==> src/hdl/slx_pkg.sv <==
// Shared types and constants for the script lexer.
package slx_pkg;

  localparam logic [5:0] K_SLASH  = 6'd9;
  localparam logic [5:0] K_IDENT  = 6'd19;
  localparam logic [5:0] K_STRING = 6'd20;
  localparam logic [5:0] K_NUMBER = 6'd21;
  localparam logic [5:0] K_ERROR  = 6'd38;
  localparam logic [5:0] K_EOF    = 6'd39;

  localparam logic [1:0] ERR_NONE   = 2'd0;
  localparam logic [1:0] ERR_STRING = 2'd1;
  localparam logic [1:0] ERR_CHAR   = 2'd2;

  typedef enum logic [7:0] {
    M_IDLE    = 8'b00000001,
    M_COMMENT = 8'b00000010,
    M_SLASH   = 8'b00000100,
    M_OPER    = 8'b00001000,
    M_STRING  = 8'b00010000,
    M_INT     = 8'b00100000,
    M_FRAC    = 8'b01000000,
    M_IDENT   = 8'b10000000
  } mode_t;

  // One token request as it travels from scanner to output queue.
  typedef struct packed {
    logic [5:0]  kind;
    logic [31:0] start;
    logic [31:0] length;
    logic [31:0] line;
    logic [1:0]  err;
    logic        last;
  } tok_t;

  function automatic logic [5:0] oper_kind(input logic [7:0] c);
    case (c)
      8'h21:   oper_kind = 6'd11;
      8'h3D:   oper_kind = 6'd13;
      8'h3E:   oper_kind = 6'd15;
      default: oper_kind = 6'd17;
    endcase
  endfunction

  function automatic logic [5:0] single_kind(input logic [7:0] c);
    case (c)
      8'h28:   single_kind = 6'd0;
      8'h29:   single_kind = 6'd1;
      8'h7B:   single_kind = 6'd2;
      8'h7D:   single_kind = 6'd3;
      8'h2C:   single_kind = 6'd4;
      8'h2E:   single_kind = 6'd5;
      8'h2D:   single_kind = 6'd6;
      8'h2B:   single_kind = 6'd7;
      8'h3B:   single_kind = 6'd8;
      8'h2A:   single_kind = 6'd10;
      default: single_kind = K_ERROR;
    endcase
  endfunction

  function automatic logic is_dec(input logic [7:0] c);
    is_dec = (c >= 8'h30) && (c <= 8'h39);
  endfunction

  function automatic logic is_letter(input logic [7:0] c);
    is_letter = ((c >= 8'h61) && (c <= 8'h7A)) || ((c >= 8'h41) && (c <= 8'h5A))
                || (c == 8'h5F);
  endfunction

  // Keyword lookup; window packs first six letters, first at low byte.
  function automatic logic [5:0] word_kind(input logic [47:0] w, input logic [2:0] n);
    logic [5:0] k;
    k = K_IDENT;
    case (n)
      3'd2: begin
        if (w == 48'h6669) k = 6'd28;
        if (w == 48'h726F) k = 6'd30;
      end
      3'd3: begin
        if (w == 48'h646E61) k = 6'd22;
        if (w == 48'h726F66) k = 6'd26;
        if (w == 48'h6E7566) k = 6'd27;
        if (w == 48'h6C696E) k = 6'd29;
        if (w == 48'h726176) k = 6'd36;
      end
      3'd4: begin
        if (w == 48'h65736C65) k = 6'd24;
        if (w == 48'h73696874) k = 6'd34;
        if (w == 48'h65757274) k = 6'd35;
      end
      3'd5: begin
        if (w == 48'h7373616C63) k = 6'd23;
        if (w == 48'h65736C6166) k = 6'd25;
        if (w == 48'h746E697270) k = 6'd31;
        if (w == 48'h7265707573) k = 6'd33;
        if (w == 48'h656C696877) k = 6'd37;
      end
      3'd6: begin
        if (w == 48'h6E7275746572) k = 6'd32;
      end
      default: k = K_IDENT;
    endcase
    word_kind = k;
  endfunction

endpackage

==> src/hdl/script_lexer_top.sv <==
// Top level of the script lexer: scanner front end feeding a token queue.
//
// Usage:
//   Input side is a queue write port: drive in_char_code, in_byte_valid and
//   in_end_of_source with in_push; the request is taken on a clock edge with
//   in_push high and in_full low. A zero byte or in_end_of_source ends the
//   source; pending token and EOF follow, later requests yield nothing.
//   Output side is a queue read port: while out_empty is low the oldest token
//   sits on out_*; it leaves on a clock edge with out_pop high.
// Timing:
//   One input request per cycle sustained while in_full is low. A byte may
//   make up to three tokens; they are written into an 8-entry queue in the
//   same cycle and drained at one per cycle while out_pop is high, so
//   mostly single-token traffic runs at full rate. in_full rises while
//   fewer than three free entries remain; a stalled reader therefore backs
//   up the writer without losing tokens.
// Reset:
//   rst_n low (synchronous) empties the queue, sets the scanner idle at
//   offset 0, line 1, and reopens the stream.
module script_lexer_top #(
  parameter int POSITION_BITS = 16,
  parameter int LINE_BITS     = 16
) (
  input  logic        clk,
  input  logic        rst_n,
  input  logic        in_push,
  output logic        in_full,
  input  logic [7:0]  in_char_code,
  input  logic        in_byte_valid,
  input  logic        in_end_of_source,
  output logic        out_empty,
  input  logic        out_pop,
  output logic [5:0]  out_token_kind,
  output logic [15:0] out_token_start,
  output logic [15:0] out_token_length,
  output logic [15:0] out_line_number,
  output logic [1:0]  out_error_code,
  output logic        out_last_of_run
);
  import slx_pkg::*;

  logic       room3, take;
  logic [1:0] n_tok;
  tok_t       t0, t1, t2, head;

  assign in_full = !room3;
  assign take    = in_push && room3;

  slx_front #(.POSITION_BITS(POSITION_BITS), .LINE_BITS(LINE_BITS)) u_front (
    .clk, .rst_n, .take,
    .char_code(in_char_code), .byte_valid(in_byte_valid),
    .end_of_source(in_end_of_source),
    .n_tok, .tok0(t0), .tok1(t1), .tok2(t2)
  );

  slx_queue #(.DEPTH_BITS(3)) u_queue (
    .clk, .rst_n, .n_in(n_tok), .in0(t0), .in1(t1), .in2(t2),
    .pop(out_pop), .empty(out_empty), .room3, .head
  );

  assign out_token_kind   = head.kind;
  assign out_token_start  = head.start[15:0];
  assign out_token_length = head.length[15:0];
  assign out_line_number  = head.line[15:0];
  assign out_error_code   = head.err;
  assign out_last_of_run  = head.last;

  // Tokens only arise from accepted requests.
  a_tok_needs_take: assert property (@(posedge clk) disable iff (!rst_n)
    (n_tok != 2'd0) |-> take) else $error("token without request");

  // Final token of a burst carries the last mark; checked for single-token bursts.
  a_last_mark: assert property (@(posedge clk) disable iff (!rst_n)
    (n_tok == 2'd1) |-> t0.last) else $error("missing last mark");

  // Errors report zero offset and length.
  a_err_zero: assert property (@(posedge clk) disable iff (!rst_n)
    (!out_empty && out_token_kind == K_ERROR) |-> (out_token_start == 16'd0 &&
     out_token_length == 16'd0)) else $error("error token with extent");
endmodule

==> src/hdl/slx_front.sv <==
// Scanner front end: takes one byte per request, emits up to three tokens.
module slx_front #(
  parameter int POSITION_BITS = 16,
  parameter int LINE_BITS     = 16
) (
  input  logic          clk,
  input  logic          rst_n,
  input  logic          take,
  input  logic [7:0]    char_code,
  input  logic          byte_valid,
  input  logic          end_of_source,
  output logic [1:0]    n_tok,
  output slx_pkg::tok_t tok0,
  output slx_pkg::tok_t tok1,
  output slx_pkg::tok_t tok2
);
  import slx_pkg::*;

  localparam logic [POSITION_BITS-1:0] PMAX = '1;
  localparam logic [LINE_BITS-1:0]     LMAX = '1;

  mode_t                    mode_r, mode_nxt;
  logic [POSITION_BITS-1:0] pos_r, pos_nxt, start_r, start_nxt;
  logic [LINE_BITS-1:0]     line_r, line_nxt;
  logic [47:0]              kw_r, kw_nxt;
  logic [7:0]               op_r, op_nxt;
  logic                     fin_r, fin_nxt;
  logic [POSITION_BITS-1:0] pos_inc, len_cur, len_inc;
  logic [LINE_BITS-1:0]     line_inc;
  logic [2:0]               kw_len;
  logic                     ends, fresh;
  tok_t                     t [3];
  logic [1:0]               cnt;
  logic [5:0]               sk;

  assign pos_inc  = (pos_r == PMAX) ? pos_r : pos_r + 1'b1;
  assign line_inc = (line_r == LMAX) ? line_r : line_r + 1'b1;
  assign len_cur  = pos_r - start_r;
  assign len_inc  = pos_inc - start_r;
  assign kw_len   = (len_cur > POSITION_BITS'(6)) ? 3'd7 : len_cur[2:0];

  always_comb begin
    mode_nxt = mode_r; pos_nxt = pos_r; start_nxt = start_r; line_nxt = line_r;
    kw_nxt = kw_r; op_nxt = op_r; fin_nxt = fin_r;
    cnt = 2'd0; fresh = 1'b0; sk = single_kind(char_code);
    for (int i = 0; i < 3; i++) t[i] = '0;
    ends = end_of_source || (byte_valid && char_code == 8'h00);
    if (take && !fin_r) begin
      if (byte_valid && char_code != 8'h00) begin
        case (mode_r)
          M_COMMENT: begin
            if (char_code == 8'h0A) begin
              line_nxt = line_inc; mode_nxt = M_IDLE;
            end
            pos_nxt = pos_inc;
          end
          M_SLASH: begin
            if (char_code == 8'h2F) begin
              mode_nxt = M_COMMENT; pos_nxt = pos_inc;
            end else begin
              t[0] = '{K_SLASH, 32'(start_r), 32'(len_cur), 32'(line_r), ERR_NONE, 1'b0};
              cnt = 2'd1; fresh = 1'b1;
            end
          end
          M_OPER: begin
            if (char_code == 8'h3D) begin
              pos_nxt = pos_inc; mode_nxt = M_IDLE;
              t[0] = '{oper_kind(op_r) + 6'd1, 32'(start_r), 32'(len_inc),
                       32'(line_r), ERR_NONE, 1'b0};
              cnt = 2'd1;
            end else begin
              t[0] = '{oper_kind(op_r), 32'(start_r), 32'(len_cur), 32'(line_r),
                       ERR_NONE, 1'b0};
              cnt = 2'd1; fresh = 1'b1;
            end
          end
          M_STRING: begin
            pos_nxt = pos_inc;
            if (char_code == 8'h22) begin
              mode_nxt = M_IDLE; cnt = 2'd1;
              t[0] = '{K_STRING, 32'(start_r), 32'(len_inc), 32'(line_r), ERR_NONE, 1'b0};
            end else if (char_code == 8'h0A) begin
              mode_nxt = M_IDLE; cnt = 2'd1;
              t[0] = '{K_ERROR, 32'd0, 32'd0, 32'(line_r), ERR_STRING, 1'b0};
            end
          end
          M_INT, M_FRAC: begin
            if (is_dec(char_code)) pos_nxt = pos_inc;
            else if (mode_r == M_INT && char_code == 8'h2E) begin
              mode_nxt = M_FRAC; pos_nxt = pos_inc;
            end else begin
              t[0] = '{K_NUMBER, 32'(start_r), 32'(len_cur), 32'(line_r), ERR_NONE, 1'b0};
              cnt = 2'd1; fresh = 1'b1;
            end
          end
          M_IDENT: begin
            if (is_letter(char_code) || is_dec(char_code)) begin
              if (kw_len < 3'd6) kw_nxt = kw_r | (48'(char_code) << {kw_len, 3'b000});
              pos_nxt = pos_inc;
            end else begin
              t[0] = '{word_kind(kw_r, kw_len), 32'(start_r), 32'(len_cur),
                       32'(line_r), ERR_NONE, 1'b0};
              cnt = 2'd1; fresh = 1'b1;
            end
          end
          default: fresh = 1'b1;
        endcase
        if (fresh) begin
          start_nxt = pos_r; mode_nxt = M_IDLE; pos_nxt = pos_inc;
          if (char_code == 8'h0A) line_nxt = line_inc;
          else if (char_code == 8'h20 || char_code == 8'h09 || char_code == 8'h0D) begin
          end else if (is_dec(char_code)) mode_nxt = M_INT;
          else if (is_letter(char_code)) begin
            kw_nxt = 48'(char_code); mode_nxt = M_IDENT;
          end else if (char_code == 8'h2F) mode_nxt = M_SLASH;
          else if (char_code == 8'h21 || char_code == 8'h3D || char_code == 8'h3C
                   || char_code == 8'h3E) begin
            op_nxt = char_code; mode_nxt = M_OPER;
          end else if (char_code == 8'h22) mode_nxt = M_STRING;
          else begin
            if (sk != K_ERROR)
              t[cnt] = '{sk, 32'(pos_r), 32'(pos_inc - pos_r), 32'(line_r), ERR_NONE, 1'b0};
            else
              t[cnt] = '{K_ERROR, 32'd0, 32'd0, 32'(line_r), ERR_CHAR, 1'b0};
            cnt = cnt + 2'd1;
          end
        end
      end
      if (ends) begin
        // Flush from the state the byte left behind.
        case (mode_nxt)
          M_SLASH: begin
            t[cnt] = '{K_SLASH, 32'(start_nxt), 32'(pos_nxt - start_nxt),
                       32'(line_nxt), ERR_NONE, 1'b0};
            cnt = cnt + 2'd1;
          end
          M_OPER: begin
            t[cnt] = '{oper_kind(op_nxt), 32'(start_nxt), 32'(pos_nxt - start_nxt),
                       32'(line_nxt), ERR_NONE, 1'b0};
            cnt = cnt + 2'd1;
          end
          M_STRING: begin
            t[cnt] = '{K_ERROR, 32'd0, 32'd0, 32'(line_nxt), ERR_STRING, 1'b0};
            cnt = cnt + 2'd1;
          end
          M_INT, M_FRAC: begin
            t[cnt] = '{K_NUMBER, 32'(start_nxt), 32'(pos_nxt - start_nxt),
                       32'(line_nxt), ERR_NONE, 1'b0};
            cnt = cnt + 2'd1;
          end
          M_IDENT: begin
            t[cnt] = '{word_kind(kw_nxt, (pos_nxt - start_nxt > POSITION_BITS'(6)) ? 3'd7
                       : 3'(pos_nxt - start_nxt)), 32'(start_nxt),
                       32'(pos_nxt - start_nxt), 32'(line_nxt), ERR_NONE, 1'b0};
            cnt = cnt + 2'd1;
          end
          default: ;
        endcase
        t[cnt] = '{K_EOF, 32'(pos_nxt), 32'd0, 32'(line_nxt), ERR_NONE, 1'b0};
        cnt = cnt + 2'd1;
        mode_nxt = M_IDLE; start_nxt = pos_nxt; fin_nxt = 1'b1;
      end
      if (cnt != 2'd0) t[cnt - 2'd1].last = 1'b1;
    end
  end

  assign n_tok = cnt;
  assign tok0  = t[0];
  assign tok1  = t[1];
  assign tok2  = t[2];

  always_ff @(posedge clk) begin
    if (!rst_n) begin
      mode_r <= M_IDLE; pos_r <= '0; start_r <= '0;
      line_r <= LINE_BITS'(1); kw_r <= '0; op_r <= '0; fin_r <= 1'b0;
    end else begin
      mode_r <= mode_nxt; pos_r <= pos_nxt; start_r <= start_nxt;
      line_r <= line_nxt; kw_r <= kw_nxt; op_r <= op_nxt; fin_r <= fin_nxt;
    end
  end
endmodule

==> src/hdl/slx_queue.sv <==
// Token queue: takes up to three requests per cycle, gives one per cycle while pop is high.
module slx_queue #(
  parameter int DEPTH_BITS = 3
) (
  input  logic          clk,
  input  logic          rst_n,
  input  logic [1:0]    n_in,
  input  slx_pkg::tok_t in0,
  input  slx_pkg::tok_t in1,
  input  slx_pkg::tok_t in2,
  input  logic          pop,
  output logic          empty,
  output logic          room3,
  output slx_pkg::tok_t head
);
  import slx_pkg::*;

  localparam int DEPTH = 1 << DEPTH_BITS;

  tok_t                mem_r [DEPTH];
  logic [DEPTH_BITS-1:0] wp_r, rp_r;
  logic [DEPTH_BITS:0]   cnt_r, cnt_nxt;
  logic                  do_pop;

  assign empty  = (cnt_r == '0);
  assign room3  = (cnt_r <= (DEPTH_BITS+1)'(DEPTH - 3));
  assign head   = mem_r[rp_r];
  assign do_pop = pop && !empty;
  assign cnt_nxt = cnt_r + (DEPTH_BITS+1)'(n_in) - (DEPTH_BITS+1)'(do_pop);

  always_ff @(posedge clk) begin
    if (n_in > 2'd0) mem_r[wp_r] <= in0;
    if (n_in > 2'd1) mem_r[wp_r + DEPTH_BITS'(1)] <= in1;
    if (n_in > 2'd2) mem_r[wp_r + DEPTH_BITS'(2)] <= in2;
  end

  always_ff @(posedge clk) begin
    if (!rst_n) begin
      wp_r <= '0; rp_r <= '0; cnt_r <= '0;
    end else begin
      wp_r  <= wp_r + DEPTH_BITS'(n_in);
      rp_r  <= rp_r + DEPTH_BITS'(do_pop);
      cnt_r <= cnt_nxt;
    end
  end
endmodule
==> config.mk <==
export PLATFORM = sky130hd
export DESIGN_NAME = script_lexer_top
export DESIGN_NICKNAME = d
export VERILOG_FILES = /design/src/hdl/slx_pkg.sv /design/src/hdl/script_lexer_top.sv /design/src/hdl/slx_front.sv /design/src/hdl/slx_queue.sv
export SDC_FILE = /design/constraint.sdc
export NUM_CORES = 2
export LEC_CHECK = 0
export BUFFER_PORTS_ARGS = -buffer_cell sky130_fd_sc_hd__buf_2
export CORE_MARGIN = 2
export CORE_UTILIZATION = 35
export CTS_CLUSTER_DIAMETER = 150
export DETAILED_ROUTE_END_ITERATION = 7
export GPL_ROUTABILITY_DRIVEN = 0
export PLACE_DENSITY = 0.59
export SLEW_MARGIN = 15
export SYNTH_ARGS = -nofsm -noshare
export SYNTH_HDL_FRONTEND = slang
export SYNTH_SLANG_ARGS = --single-unit
==> constraint.sdc <==
create_clock -name clk -period 15.3 [get_ports clk]
set_input_delay 1.53 -clock clk [delete_from_list [all_inputs] [get_ports clk]]
set_output_delay 1.53 -clock clk [all_outputs]
set_load 0.03 [all_outputs]
==> impl_metrics.env <==
export IMPL_wl_per_cell_um=30.0
export IMPL_worst_pin_slew_ps=1400
export IMPL_p_leak_nw=14.3
export IMPL_avgSynthCellArea_um2=9.17
export IMPL_io_pin_count=73
export IMPL_finalSetupViolations=0
export IMPL_cts_path_max_buffers=3
export IMPL_syn_num_nets=4611
export IMPL_first_pass_iters=8
export IMPL_clkTransAtPathRegs_ps=60
export IMPL_synth_area_leader_cell="edfxtp_1"
export IMPL_cp_startpoint="in_char_code[1]"
export IMPL_ctsHtreeMaxLevel=3
export IMPL_grt_pass1_wl_um=262000
export IMPL_holdPathEnd="u_front.kw_r[40]"
export IMPL_synth_area_leaders="edfxtp_1 (33%), o221ai_1 (8.1%), nand2_1 (7.0%)"
export IMPL_clock_sinks=579
export IMPL_num_rows=126
export IMPL_worst_r2r_path_depth=24
export IMPL_cp_arrival_ps=10570
export IMPL_vdd_drop_max_mv=0.105
export IMPL_fmax_mhz=99.2
export IMPL_synth_ff_type="edfxtp_1"
export IMPL_port_buffers=72
export IMPL_place_inst=5883
export IMPL_cts_repair_resized=0
export IMPL_hold_violations=0
export IMPL_fin_crit_sh_pct=65.9
export IMPL_synth_top_area_share_pct=33.1
export IMPL_fin_cells=6016
export IMPL_period_needed_ps=10080
export IMPL_crit_required_ps=15790
export IMPL_power_density_mw_per_mm2=119
export IMPL_grt_ovfl_total=0
export IMPL_r2r_end="u_queue.mem_r[5][102]"
export IMPL_fin_ws_ps=5220
export IMPL_drc=0
export IMPL_final_nets=4523
export IMPL_drive_gt1_share_pct=13.0
export IMPL_grt_pass1_vias=38700
export IMPL_syn_cell_area_mm2=0.0414
export IMPL_post_place_ws_ps=4780
export IMPL_hold_buffers=0
export IMPL_dieArea_mm2=0.121
export IMPL_cts_tree="yes"
export IMPL_r2r_slack_ps=6030
export IMPL_hold_class="register to register"
export IMPL_min_from="u_front.kw_r[40]"
export IMPL_yosys_cell_types_count=96
export IMPL_routed_wl_um=181000
export IMPL_netlist_top_cells_count="nand2_1 (768), edfxtp_1 (456), o221ai_1 (384)"
export IMPL_synth_seq_area_share_pct=39.0
export IMPL_worst_setup_path_start_kind="primary input"
export IMPL_final_max_slew_viol_count=0
export IMPL_area_growth_synth_to_final_pct=10.7
export IMPL_holdPathStages=2
export IMPL_initial_core_util_pct=35.2
export IMPL_crit_fanout=30
export IMPL_fin_util_pct=38.9
export IMPL_grt_max_degree=102
export IMPL_antenna_found_initial=5
export IMPL_clk_latency_ps=670
export IMPL_worst_setup_path_end_kind="register"
export IMPL_report_power_total_w=0.00546
export IMPL_r2r_start="u_front.pos_r[3]"
export IMPL_cts_buffers=70
export IMPL_antenna_left=0
export IMPL_via_per_inst=6.84
export IMPL_hpwlAfterDp_um=120000
export IMPL_async_flop_share_pct=0
export IMPL_vias=41200
export IMPL_finClkSkew_ps=46.8
export IMPL_die_x_um=348
export IMPL_cts_root_buf="clkbuf_16"
export IMPL_maxSlewHeadroom_pct=6.87
export IMPL_ys_seq_elements=579
export IMPL_synth_edf_count=456
export IMPL_netlist_instances=4511
export IMPL_die_h_um=348
export IMPL_core_region_area_mm2=0.118
export IMPL_max_cap_violations=0
export IMPL_tns_ps=0
export IMPL_postCtsSetupBuffers=0
export IMPL_rsz0062_at_grt="no"
export IMPL_drt_iter0_drc=6354
export IMPL_grt_usage_pct=28.8
export IMPL_synth_most_common_cell="nand2_1"
export IMPL_status="finished, final reports clean"
export IMPL_yosysWarnings=0
export IMPL_path_class="primary input to register"
-- layer usage --
metal	wire length (um)	track usage, %	up-vias
met1	69000	37.6	19800
met3	24900	9.41	699
met4	9410	13.2	8
met5	86	0	-
li1	-	-	17500
met2	77300	43.2	3207
-- worst max path at each step --
stage	endpoint	slack, ps	depth (start not counted)
2_1_floorplan	u_queue.mem_r[1][0]	4200	26
3_3_place_gp	u_queue.mem_r[7][14]	4910	27
3_5_place_dp	u_queue.mem_r[7][13]	4780	27
4_1_cts	u_queue.mem_r[7][4]	5470	27
5_1_grt	u_queue.mem_r[6][102]	4700	26
6_report	u_queue.mem_r[5][102]	5220	26
-- cell families (layout without fill, tap and decap cells) --
logic type                 count (synthesis)  count (layout)  synth area share, %
DFF                                      579             579                 39.0
adders and majority gates                 86              86                 2.71
AOI/OAI and AO/OA                       1345            1345                 23.8
other                                      0               3                    0
buffers and inverters                    442             408                 4.04
and+or+nand+nor                         1771            1771                 20.1
muxes                                    198             198                 8.43
xor gates and xnor gates                  90              90                 1.90
-- power breakdown --
| part | internal (W) | total, W | switching (W) |
|---|---|---|---|
| registers | 0.00182 | 0.00190 | 0.0000770 |
| clock network | 0.000895 | 0.00162 | 0.000723 |
| logic | 0.000657 | 0.00195 | 0.00129 |
-- metrics by stage --
| stage | hold WS (ps) | instance area [um^2] |
|---|---|---|
| final | 474 | 45800 |
| after global routing | 489 | 45800 |
| after CTS | 477 | 45700 |
| after detailed placement | 463 | 43600 |
| after global placement | 450 | 43600 |
| after floorplan | 438 | 41400 |
-- worst max-delay path: stages --
cell and delay, ps:
buf_2 300, nor4_1 1000, a21oi_1 290, a21o_1 340, o211ai_1 190, buf_4 260, o21ai_2 70, buf_4 260
o21ai_0 450, inv_1 180, ha_1 310, nor2b_1 140, o2111a_1 250, or3_1 410, a211oi_1 390, o21ai_0 180
a2111oi_0 530, o211ai_1 180, nor4_1 250, nand2b_1 350, or3_1 500, a221oi_1 420, a221oi_1 220, o22ai_1 810
a31oi_2 400, o221ai_1 300
-- cell type report --
cell class                 count  area, um^2
antenna                        3        7.51
inverter                      93         349
sequential                   579       16200
multi-input combinational   3490       23900
fill                       11700       71800
tap                         1536        1920
clock inverter                38         305
clock buffer                  88        1840
timing repair buffer         189        1270
-- cell usage in the layout (no fill, tap or decap), types with 43 or more instances in the layout --
cell type / count
nand2_1: 758
edfxtp_1: 456
o221ai_1: 384
nor2_1: 307
o21ai_0: 209
a21oi_1: 153
nand3_1: 124
dfxtp_1: 120
mux4_2: 114
buf_4: 114
nor3_1: 93
inv_1: 91
ha_1: 80
a22oi_1: 76
buf_2: 72
clkbuf_16: 71
and2_1: 65
mux2_2: 63
xnor2_1: 62
nor2b_1: 57
nand4_1: 53
a21boi_0: 52
a31oi_1: 52
or3_1: 47
nor4_1: 45
and3_1: 43
o211ai_1: 43
-- registers in the layout, indices dropped and copies added, names as in the netlist --
name	flops
u_front.start_r	16
u_front.kw_r	48
u_front.line_r	16
u_queue.rp_r	3
u_front.pos_r	16
u_front.fin_r	1
u_queue.wp_r	3
u_queue.cnt_r	4
u_front.mode_r	8
u_queue.mem_r	456
u_front.op_r	8
No activity file was read; power rests on OpenSTA's default activity.
